==> src/rtl/sact_pkg.sv <==
// sact_pkg: geometry constants and shared types of the cache tag controller
// no dependencies
`default_nettype none
package sact_pkg;
  localparam int NUM_SETS    = 64;
  localparam int NUM_WAYS    = 4;
  localparam int LINE_BYTES  = 64;
  localparam int COUNT_WIDTH = 16;
  localparam int OFF_BITS    = $clog2(LINE_BYTES);
  localparam int SET_BITS    = $clog2(NUM_SETS);
  localparam int TAG_BITS    = 64 - OFF_BITS - SET_BITS;
  localparam int WAY_BITS    = $clog2(NUM_WAYS);
  localparam int QDEPTH      = 2;

  localparam logic [1:0] POL_PLRU   = 2'd0;
  localparam logic [1:0] POL_LFU    = 2'd1;
  localparam logic [1:0] POL_RANDOM = 2'd2;
  localparam logic [15:0] LFSR_SEED = 16'hACE1;
  localparam logic [15:0] LFSR_MASK = 16'hB400;

  typedef struct packed {
    logic                cmd;
    logic [TAG_BITS-1:0] tag;
    logic [SET_BITS-1:0] set;
  } req_t;

  typedef struct packed {
    logic          hit;
    logic [1:0]    way;
    logic          fetch_request;
    logic          writeback_valid;
    logic [63:0]   writeback_address;
  } res_t;
endpackage
`default_nettype wire

==> src/rtl/sact_front.sv <==
// sact_front: accepts accesses, splits address into tag and set, queues them
// depends on sact_pkg
`default_nettype none
module sact_front (
  input  wire               clk,
  input  wire               rst_n,
  input  wire               in_push,
  output logic              in_full,
  input  wire               in_cmd,
  input  wire  [63:0]       in_address,
  output logic              q_valid,
  output sact_pkg::req_t    q_req,
  input  wire               q_take
);
  import sact_pkg::*;
  req_t q_r [QDEPTH];
  logic [0:0] wp_r, rp_r;
  logic [1:0] cnt_r;
  logic do_push;

  assign in_full = (cnt_r == 2'(QDEPTH));
  assign do_push = in_push && !in_full;
  assign q_valid = (cnt_r != 2'd0);
  assign q_req   = q_r[rp_r];

  always_ff @(posedge clk) begin
    if (do_push) begin
      q_r[wp_r].cmd <= in_cmd;
      q_r[wp_r].set <= in_address[OFF_BITS +: SET_BITS];
      q_r[wp_r].tag <= in_address[63 -: TAG_BITS];
    end
    if (!rst_n) begin
      wp_r <= '0; rp_r <= '0; cnt_r <= '0;
    end else begin
      if (do_push) wp_r <= wp_r + 1'b1;
      if (q_take) rp_r <= rp_r + 1'b1;
      cnt_r <= cnt_r + 2'(do_push) - 2'(q_take);
    end
  end
endmodule
`default_nettype wire

==> config.mk <==
export PLATFORM = sky130hd
export DESIGN_NAME = sact_front
export DESIGN_NICKNAME = d
export VERILOG_FILES = /design/src/rtl/sact_pkg.sv /design/src/rtl/sact_front.sv
export SDC_FILE = /design/constraint.sdc
export NUM_CORES = 1
export LEC_CHECK = 0
export BUFFER_PORTS_ARGS = -buffer_cell sky130_fd_sc_hd__buf_2
export CORE_ASPECT_RATIO = 1.25
export CORE_MARGIN = 4
export CORE_UTILIZATION = 40
export CTS_CLUSTER_SIZE = 20
export DETAILED_ROUTE_END_ITERATION = 7
export PLACE_DENSITY_LB_ADDON = 0.08
export SYNTH_ARGS = -nofsm -noshare
export SYNTH_HDL_FRONTEND = slang
export SYNTH_SLANG_ARGS = --single-unit
==> constraint.sdc <==
create_clock -name clk -period 6.5 [get_ports clk]
set_input_delay 0.65 -clock clk [delete_from_list [all_inputs] [get_ports clk]]
set_output_delay 0.65 -clock clk [all_outputs]
set_load 0.01 [all_outputs]
==> summary.md, run 1 <==
| Metric | Value |
|---|---|
| Worst-path fanout max | `31` |
| HPWL reported at the end of detailed placement | `5014 um` |
| Die Span X | `103.2 um` |
| Power density of the placed cells | `371.4 nW/um2` |
| Die Ht | `127.0 um` |
| First-pass GRT wire length | `12,320 um` |
| CP delay by family, top | `flip-flops` |
| CP Cell Sequence | `buf_4 -> mux2_2 -> buf_2` |
| Setup_tns | `0 ns` |
| Tightest Hold Check Type | `primary input to register` |
| Synthesized instance count | `210` |
| Initial antenna violation count | `0` |
| Status | `finished clean` |
| CTS Root Cell | `clkbuf_16` |
| Skew-Pair Late Insertion Delay | `0.39 ns` |
| Number of warnings printed during yosys synthesis | `0` |
| Slowest cell on crit path | `dfxtp_2` |
| Total cell area at the placement stage | `5291 um2` |
| Required time of the critical path | `5.85 ns` |
| Row Count | `43` |
| Multi-input gate area | `828.3 um2` |
| Crit path kind | `register to primary output` |
| Largest stage delay on the critical path | `0.80 ns` |
| Mapped Nets | `281` |
| DR DRC count | `0` |
| Number of buffers added by the clock tree synthesis step | `17` |
| Data arrival time of the worst path | `2.30 ns` |
| Total inserted antenna cells | `0` |
| Crit end category | `primary output` |
| Startpoint of the lowest-slack hold path | `in_address[53]` |
| # setup viols final | `0` |
| Final wirelength | `7844 um` |
| First-pass detailed-route iteration total | `4` |
| CTS tree | `done` |
| Number of buffers added on ports | `123` |
| LEAKAGE | `0.002273 uW` |
| Fraction of the core area covered by cells at the end of the flow | `0.5307` |
| Vias per cell | `4.641` |
| Mean cell area of the mapped netlist | `21.58 um2` |
| Slew at the pin with the worst max-slew slack | `0.8210 ns` |
| Overflow after GRT | `0` |
| Register cell area after layout | `3645 um2` |
| Post-route cell area | `5882 um2` |
| Count of final hold-check violations | `0` |
| Fin crit share | `0.4532` |
| Nets@finish | `419` |
| Synth Cell Area | `4532 um2` |
| Antenna violation net count after detailed routing | `0` |
| Fin Clk Skew | `0.005680 ns` |
| Initial Utilization | `0.4089` |
| Clock slew at reported path FFs | `0.05 ns` |
| Kind of start point of the critical path | `register` |
| Post-synthesis sequential area ratio | `0.8040` |
| Layout cell share with drive strength beyond 1 | `0.5900` |
| Number of violations reported at the end of detailed-routing iteration 0 | `78` |
| Smallest hold slack | `0.4415 ns` |
| Die Outline Area | `13,110 um2` |
| Total buffers and inverters traversed by the critical path | `2` |
| Total vias in the final route | `2,302` |
| Final routed wire length divided by cell count | `15.81 um` |
| Max Transition Viols Final | `0` |
| RSZ-0062 raised after global routing | `false` |
| Number of sinks driven by the clock tree | `123` |
| Register bit total from synthesis | `123` |
| Total core area | `11,080 um2` |
| Max capacitance violation total | `0` |
| Post-cts repair resize count | `0` |
| Relative slew slack | `0.4514` |
| Number of library cell types mapped by synthesis | `19` |
| Start of the worst register-to-register path | `cnt_r[0]` |
| Peak Freq | `339.5 MHz` |
| Post CTS Setup Buffer Count | `0` |
| H-tree level count | `4` |
| Global Route Usage Sum | `0.1275` |
| Area growth from synthesis to final layout | `29.79%` |
| Maximum buffer depth of the clock tree | `2` |
| Maximum number of pins on one net before global-route repair | `60` |
| Fillers | `947` |
| Routability congestion estimate | `0.6731` |
| Via count of the first global-routing pass | `2,531` |
| CTS hold repair buffers | `0` |
| Largest voltage drop on the vdd net | `0.0001722 V` |
| Ports placed on the boundary | `130` |
| Min cycle time layout | `2.946 ns` |
synth_stat cells:
cell type / number / area share
nand2b_1: 2 / 0.0028
and2_1: 2 / 0.0028
or2_2: 1 / 0.0014
nor3_1: 1 / 0.0011
inv_1: 3 / 0.0025
xor2_1: 1 / 0.0019
buf_6: 2 / 0.0050
nand2_1: 2 / 0.0017
xnor2_1: 1 / 0.0019
buf_8: 1 / 0.0033
mux2_2: 49 / 0.12
edfxtp_1: 118 / 0.78
and3_1: 1 / 0.0014
buf_2: 4 / 0.0044
mux2_4: 10 / 0.033
ha_1: 2 / 0.0055
dfxtp_1: 5 / 0.022
mux2i_1: 1 / 0.0022
nor2_1: 4 / 0.0033
path summary, 6_finish.rpt:
check               end  cells after the start  slack, ns
max           q_req[15]                      3       3.55
min reg2reg    cnt_r[1]                      2       0.52
max reg2reg  q_r[0][26]                      4       4.31
min          q_r[1][47]                      1       0.44
cells in the final DEF, fill, tap and decap left out, drive strengths merged:
master and instances:
and2 2, xnor2 1, bufinv 4, buf 126
inv 3, dfxtp 5, nand2 2, and3 1
xor2 1, clkbuf 21, nor3 1, edfxtp 118
mux2i 1, or2 1, ha 2, clkinv 7
nand2b 2, mux2 59, nor2 4
power breakdown:
| group | leakage (uW) | internal [uW] | switching (uW) |
|---|---|---|---|
| registers | 0.00114 | 968 | 25.2 |
| logic | 0.000843 | 121 | 138 |
| clock network | 0.000289 | 633 | 300 |
area by class of cell:
type / count / share of cell area
timing repair buffer: 126 / 0.1085
sequential: 123 / 0.6197
tap: 135 / 0.02872
clock buffer: 21 / 0.07488
inverter: 3 / 0.001914
clock inverter: 11 / 0.02553
multi-input combinational: 77 / 0.1408
through the flow:
step / total power, uW / setup WS, ns / cells
2_1_floorplan: 1167 / 2.811 / 210
3_3_place_gp: 1271 / 3.882 / 464
6_report: 2184 / 3.554 / 496
5_1_grt: 2291 / 3.384 / 496
3_5_place_dp: 1276 / 3.882 / 464
4_1_cts: 2218 / 3.453 / 496
state kept, by name, indices dropped and copies added, names as in the netlist, named ones only:
name and cells:
cnt_r 2, rp_r 1, q_r 118, wp_r 1
cell families after synthesis:
kind of cell,share of synthesized area
xor+xnor,0.003866
fa+ha+maj,0.005521
buf+inv,0.01518
flops,0.8040
mux,0.1571
simple gates,0.01436
routing by layer:
| metal | global-route usage | wire length, um |
|---|---|---|
| met1 | 0.1443 | 3189 |
| met2 | 0.2059 | 3848 |
| met3 | 0.05844 | 697 |
| met4 | 0.05488 | 107 |
| met5 | 0 | 0 |
Note: power is estimated with default switching activity, not from simulation.
==> run 2: changes to the inputs <==
ABC_AREA = 1   (was default)
clock period = 2.88 ns   (was 6.5 ns; I/O delays follow)
==> run 2 against run 1 <==
Combinational power grew 95%. Global-route usage grew 0.31 points. First-iteration DRC count stayed put. Design area increased by 0.85%. Die area rose by 0.13%. Worst hold slack got worse by 0.37 ns. Clock power up 130%. Clock-buffer cell count up 4. Core utilization up 0.45 points.
==> summary.md, run 2 <==
| Metric | Value |
|---|---|
| Die Span X | `103.3 um` |
| First-pass detailed-route iteration total | `4` |
| Setup_tns | `0 ns` |
| Slowest cell on crit path | `buf_4` |
| Synth Cell Area | `4538 um2` |
| Fin Clk Skew | `0.005628 ns` |
| Number of sinks driven by the clock tree | `123` |
| Largest registers in the final layout | `q_r x118, cnt_r x2` |
| Routability congestion estimate | `0.7095` |
| Number of buffers added on ports | `123` |
| CTS Root Cell | `clkbuf_16` |
| Overflow after GRT | `0` |
| Min cycle time layout | `2.013 ns` |
| Layout cell share with drive strength beyond 1 | `0.5871` |
| Max capacitance violation total | `0` |
| Top reg by flops | `q_r` |
| Synth async-reset ratio | `0` |
| Number of violations reported at the end of detailed-routing iteration 0 | `78` |
| Row Count | `43` |
| Initial Utilization | `0.4095` |
| Worst-path fanout max | `35` |
| Top-count cell post-synth | `edfxtp_1` |
| Count of final hold-check violations | `0` |
| Kind of start point of the critical path | `register` |
| Skew-Pair Late Insertion Delay | `0.40 ns` |
| Reg power frac | `0.452` |
| Proportion of power drawn by combinational gates | `0.104` |
| Proportion of power drawn by the clock network | `0.444` |
| H-tree level count | `4` |
| Fin crit share | `0.6988` |
| Fillers | `928` |
| HPWL reported at the end of detailed placement | `5375 um` |
| Reported net switching power | `998.7 uW` |
| Post-cts repair resize count | `0` |
| Area growth from synthesis to final layout | `30.71%` |
| Number of flops mapped to enable cells by yosys | `118` |
| Relative slew slack | `0.6404` |
| Vias per cell | `4.621` |
| Total cell area at the placement stage | `5319 um2` |
| CP delay by family, top | `buffers and inverters` |
| Post-route cell area | `5932 um2` |
| Register cell area after layout | `3645 um2` |
| Multi-input gate area | `814.5 um2` |
| Largest cells by area after synthesis | `edfxtp_1 (78%), mux2_2 (12%), mux2_4 (3.3%)` |
| # setup viols final | `0` |
| Via count of the first global-routing pass | `2,540` |
| Nets@finish | `431` |
| Ports placed on the boundary | `130` |
| Ranking of synthesized cells by instance count | `edfxtp_1 (118), mux2_2 (49), mux2_4 (10), nand2_1 (10), inv_1 (8)` |
| Global Route Usage Sum | `0.1306` |
| Antenna violation net count after detailed routing | `0` |
| Final routed wire length divided by cell count | `16.16 um` |
| Yosys top cell by area | `edfxtp_1` |
| Slew at the pin with the worst max-slew slack | `0.5394 ns` |
| Number of buffers added by the clock tree synthesis step | `17` |
| Required time of the critical path | `2.59 ns` |
| Status | `finished clean` |
| LEAKAGE | `0.002314 uW` |
| Tightest Hold Check Type | `primary input to register` |
| Leading cell type in the layout, fill and taps excluded | `buf_2` |
| Synthesized instance count | `219` |
| Max Transition Viols Final | `0` |
| Commonest non-fill, non-tap cells in the layout | `buf_2 (123), edfxtp_1 (118), mux2_2 (49)` |
| Final wirelength | `8226 um` |
| Number of flip-flops under the largest register name | `118` |
| Peak Freq | `496.9 MHz` |
| CTS hold repair buffers | `0` |
| CP Cell Sequence | `buf_4 -> mux2_2 -> buf_2` |
| Register bit total from synthesis | `123` |
| Data arrival time of the worst path | `1.72 ns` |
| Number of library cell types mapped by synthesis | `13` |
| Crit end category | `primary output` |
| Largest voltage drop on the vdd net | `0.0004723 V` |
| Int Power | `3820 uW` |
| Post-synthesis sequential area ratio | `0.8029` |
| Area share of the largest cell type after synthesis | `0.7808` |
| Mean cell area of the mapped netlist | `20.72 um2` |
| Switching fraction of total power | `0.2072` |
| Total core area | `11,080 um2` |
| Die Outline Area | `13,120 um2` |
| Post CTS Setup Buffer Count | `0` |
| CTS tree | `done` |
| Total buffers and inverters traversed by the critical path | `2` |
| Clock slew at reported path FFs | `0.05 ns` |
| Number of warnings printed during yosys synthesis | `0` |
| First-pass GRT wire length | `12,440 um` |
| Power density of the placed cells | `812.4 nW/um2` |
| Main synth FF type | `edfxtp_1` |
| Maximum buffer depth of the clock tree | `2` |
| Total vias in the final route | `2,352` |
| DR DRC count | `0` |
| Maximum number of pins on one net before global-route repair | `36` |
| Initial antenna violation count | `0` |
| RSZ-0062 raised after global routing | `false` |
| Die Ht | `127.1 um` |
| Largest stage delay on the critical path | `0.44 ns` |
| Crit path kind | `register to primary output` |
| Mapped Nets | `290` |
## run 2: area by class of cell
type,instances,area share
flip-flops and latches,123,0.6144
multi-input cells,81,0.1373
repair buffers,129,0.1114
clock buffers,25,0.08353
well taps,135,0.02848
clock inverters,7,0.01941
inverters,8,0.005062
diodes,1,0.0004219
## run 2: final timing paths
kind	startpoint	to	slack (ns)	cells after the start
setup / recovery	register	q_req[0]	0.87	3
hold / removal	in_address[34]	q_r[1][28]	0.07	1
setup reg to reg	cnt_r[0]	q_r[1][46]	1.17	5
hold reg to reg	rp_r	rp_r	0.53	2
## run 2: kinds of logic after synthesis
family	share of synthesized area
adders and majority gates	0.005513
buffers and inverters	0.01930
muxes	0.1547
DFF	0.8029
AOI/OAI and AO/OA	0.002206
and+or+nand+nor	0.01544
## run 2: routing by layer
metal  routed length (um)  part of all wire  GRT usage
met4                   81            0.0098    0.05945
met1                 3153              0.38     0.1421
met2                 4291              0.52     0.2134
met3                  699             0.085    0.06226
met5                    0                 0          0
## run 2: power by group through the flow
stage	clock, uW	combinational (uW)	sequential (uW)
after floorplan	0	301	2210
after global placement	0	517	2210
after detailed placement	0	519	2210
after CTS	2190	521	2180
after global routing	2280	558	2190
final	2140	502	2180
## run 2: through the flow
stage	cells	total power (uW)	setup WS [ns]	util	hold WS [ns]
final	509	4819	0.8673	0.5352	0.07408
after global routing	508	5033	0.7689	0.5350	0.04842
after CTS	508	4894	0.8151	0.5350	0.05404
after detailed placement	476	2734	1.126	0.4799	0.4787
after global placement	476	2724	1.133	0.4799	0.4755
after floorplan	219	2511	0.3848	-	0.3815
==> run 3: changes to the inputs <==
ABC_AREA = 0   (was 1)
clock period = 1.75 ns   (was 2.88 ns; I/O delays follow)
==> run 3 against run 2 <==
Clock-buffer cell count decreased by 8. Non-clock buffer count increased by 61. Sequential cell count unchanged. Sequential power increased by 68%. Largest cell class unchanged. Design area increased by 12%. Clock power increased by 69%. Register-to-register slack got worse by 0.92 ns.
==> summary.md, run 3 (synthesis gave the netlist of run 1 again) <==
| Metric | Value |
|---|---|
| Nets@finish | `483` |
| Global Route Usage Sum | `0.1371` |
| Number of buffers added on ports | `123` |
| Top reg by flops | `q_r` |
| Peak Freq | `591.8 MHz` |
| First-pass GRT wire length | `13,430 um` |
| Routability congestion estimate | `0.7197` |
| Tightest Hold Check Type | `primary input to register` |
| Area growth from synthesis to final layout | `46.33%` |
| Proportion of power drawn by combinational gates | `0.138` |
| Overflow after GRT | `0` |
| Largest registers in the final layout | `q_r x118, cnt_r x2` |
| Reported net switching power | `1884 uW` |
| Via count of the first global-routing pass | `2,837` |
| CTS tree | `done` |
| Crit path kind | `register to primary output` |
| Clock slew at reported path FFs | `0.05 ns` |
| Die Ht | `127.0 um` |
| Final routed wire length divided by cell count | `15.30 um` |
| Skew-Pair Late Insertion Delay | `0.41 ns` |
| Worst-path fanout max | `18` |
| Die Span X | `103.2 um` |
| Maximum buffer depth of the clock tree | `2` |
| Power density of the placed cells | `1275 nW/um2` |
| Relative slew slack | `0.7637` |
| Crit end category | `primary output` |
| Total inserted antenna cells | `0` |
| Number of violations reported at the end of detailed-routing iteration 0 | `74` |
| # setup viols final | `0` |
| Startpoint of the lowest-slack hold path | `rst_n` |
| Initial antenna violation count | `0` |
| Initial Utilization | `0.4089` |
| Ports placed on the boundary | `130` |
| Maximum number of pins on one net before global-route repair | `44` |
| HPWL reported at the end of detailed placement | `5394 um` |
| Start of the worst register-to-register path | `cnt_r[0]` |
| Crit path capture | `q_req[51]` |
| Leading cell type in the layout, fill and taps excluded | `buf_2` |
| Fin Clk Skew | `0.007835 ns` |
| First-pass detailed-route iteration total | `4` |
| Slew at the pin with the worst max-slew slack | `0.3544 ns` |
| Count of final hold-check violations | `0` |
| Total vias in the final route | `2,546` |
| Commonest non-fill, non-tap cells in the layout | `buf_2 (123), edfxtp_1 (118), dlygate4sd3_1 (59)` |
| Post-route cell area | `6631 um2` |
| Total cell area at the placement stage | `5375 um2` |
| DR DRC count | `0` |
| Die Outline Area | `13,110 um2` |
| Number of sinks driven by the clock tree | `123` |
| Fillers | `873` |
| Antenna violation net count after detailed routing | `0` |
| Max capacitance violation total | `0` |
| FF-to-FF path depth | `8` |
| Total core area | `11,080 um2` |
| Reg power frac | `0.434` |
| Destination of the worst register-to-register timing path | `cnt_r[1]` |
| Kind of start point of the critical path | `register` |
| Final wirelength | `8570 um` |
| Fin crit share | `0.9656` |
| Switching fraction of total power | `0.2229` |
| Data arrival time of the worst path | `1.51 ns` |
| Status | `finished clean` |
| Smallest hold slack | `0.02245 ns` |
| Required time of the critical path | `1.57 ns` |
| Proportion of power drawn by the clock network | `0.428` |
| CTS Root Cell | `clkbuf_16` |
| H-tree level count | `4` |
| Slack of the worst reg-to-reg path | `0.25 ns` |
| Layout cell share with drive strength beyond 1 | `0.5341` |
| Max Transition Viols Final | `0` |
| Vias per cell | `4.546` |
| Int Power | `6568 uW` |
| Largest voltage drop on the vdd net | `0.0007141 V` |
| LEAKAGE | `0.002582 uW` |
| Number of buffers added by the clock tree synthesis step | `17` |
| Number of flip-flops under the largest register name | `118` |
| Min cycle time layout | `1.690 ns` |
| Row Count | `43` |
| Post CTS Setup Buffer Count | `0` |
==> run 3: changes by cell type in the layout (fill, tap and decap cells not counted), moves of 3 or more <==
cell           change
buf_12             +3
buf_4              -3
clkbuf_1           -4
clkbuf_8           -4
dlygate4sd3_1     +59
inv_1              -4
mux2_2             -3
mux2_4             +3
nand2_1            -9
==> run 3: worst max-delay path, cell delays in order, from the launching register on <==
cell and delay, ns:
dfxtp_4 0.40, clkbuf_16 0.23, mux2_2 0.34, buf_2 0.14
==> run 3: layout make-up <==
cell class | instances | area (um2) | area share
Timing Repair Buffer | 190 | 1325 | 0.1998
Sequential cell | 123 | 3649 | 0.5502
Clock inverter | 15 | 197.7 | 0.02981
Clock buffer | 17 | 425.4 | 0.06415
Tap cell | 135 | 168.9 | 0.02547
Multi-Input combinational cell | 77 | 854.6 | 0.1289
Inverter | 3 | 11.26 | 0.001698
==> run 3: per-layer routing <==
metal	track usage	up-vias	wire (um)	part of all wire
met5	0	-	0	0
met4	0.05030	0	109	0.013
met3	0.05844	12	662	0.077
met2	0.2361	80	4445	0.52
met1	0.1480	1225	3352	0.39
li1	-	1229	-	-
==> run 3: timing repair <==
item	4_1_cts	5_1_grt
hold buffers	59	0
gates resized for setup	2	3
endpoints found under the hold margin	118	0
cloned	0	1
setup endpoints to repair	3	24
==> run 3: power groups by stage <==
| stage | registers [uW] | clock network, uW | logic (uW) |
|---|---|---|---|
| after detailed placement | 3730 | 0 | 1080 |
| final | 3670 | 3610 | 1170 |
| after global routing | 3690 | 3860 | 1290 |
| after global placement | 3710 | 0 | 1080 |
| after floorplan | 3710 | 0 | 630 |
| after CTS | 3670 | 3690 | 1190 |
==> run 3: worst min path at each step <==
stage,to,slack [ns],cells past startpoint
2_1_floorplan,q_r[0][0],0.27,0
3_3_place_gp,q_r[0][15],0.36,1
3_5_place_dp,q_r[0][35],0.37,1
4_1_cts,cnt_r[0],0.006,2
5_1_grt,cnt_r[0],0.02,2
6_report,cnt_r[0],0.02,2
==> run 3: metrics by stage <==
step | util | setup TNS, ns | cells | power [uW] | setup WS, ns
CTS | 0.5952 | 0 | 559 | 8549 | 0.0005417
detailed placement | 0.4850 | 0 | 468 | 4802 | 0.2433
floorplan | - | -3.199 | 210 | 4338 | -0.05422
global placement | 0.4850 | 0 | 468 | 4787 | 0.2819
finish | 0.5983 | 0 | 560 | 8452 | 0.06018
global route | 0.5983 | -0.0002325 | 560 | 8843 | -0.0002325
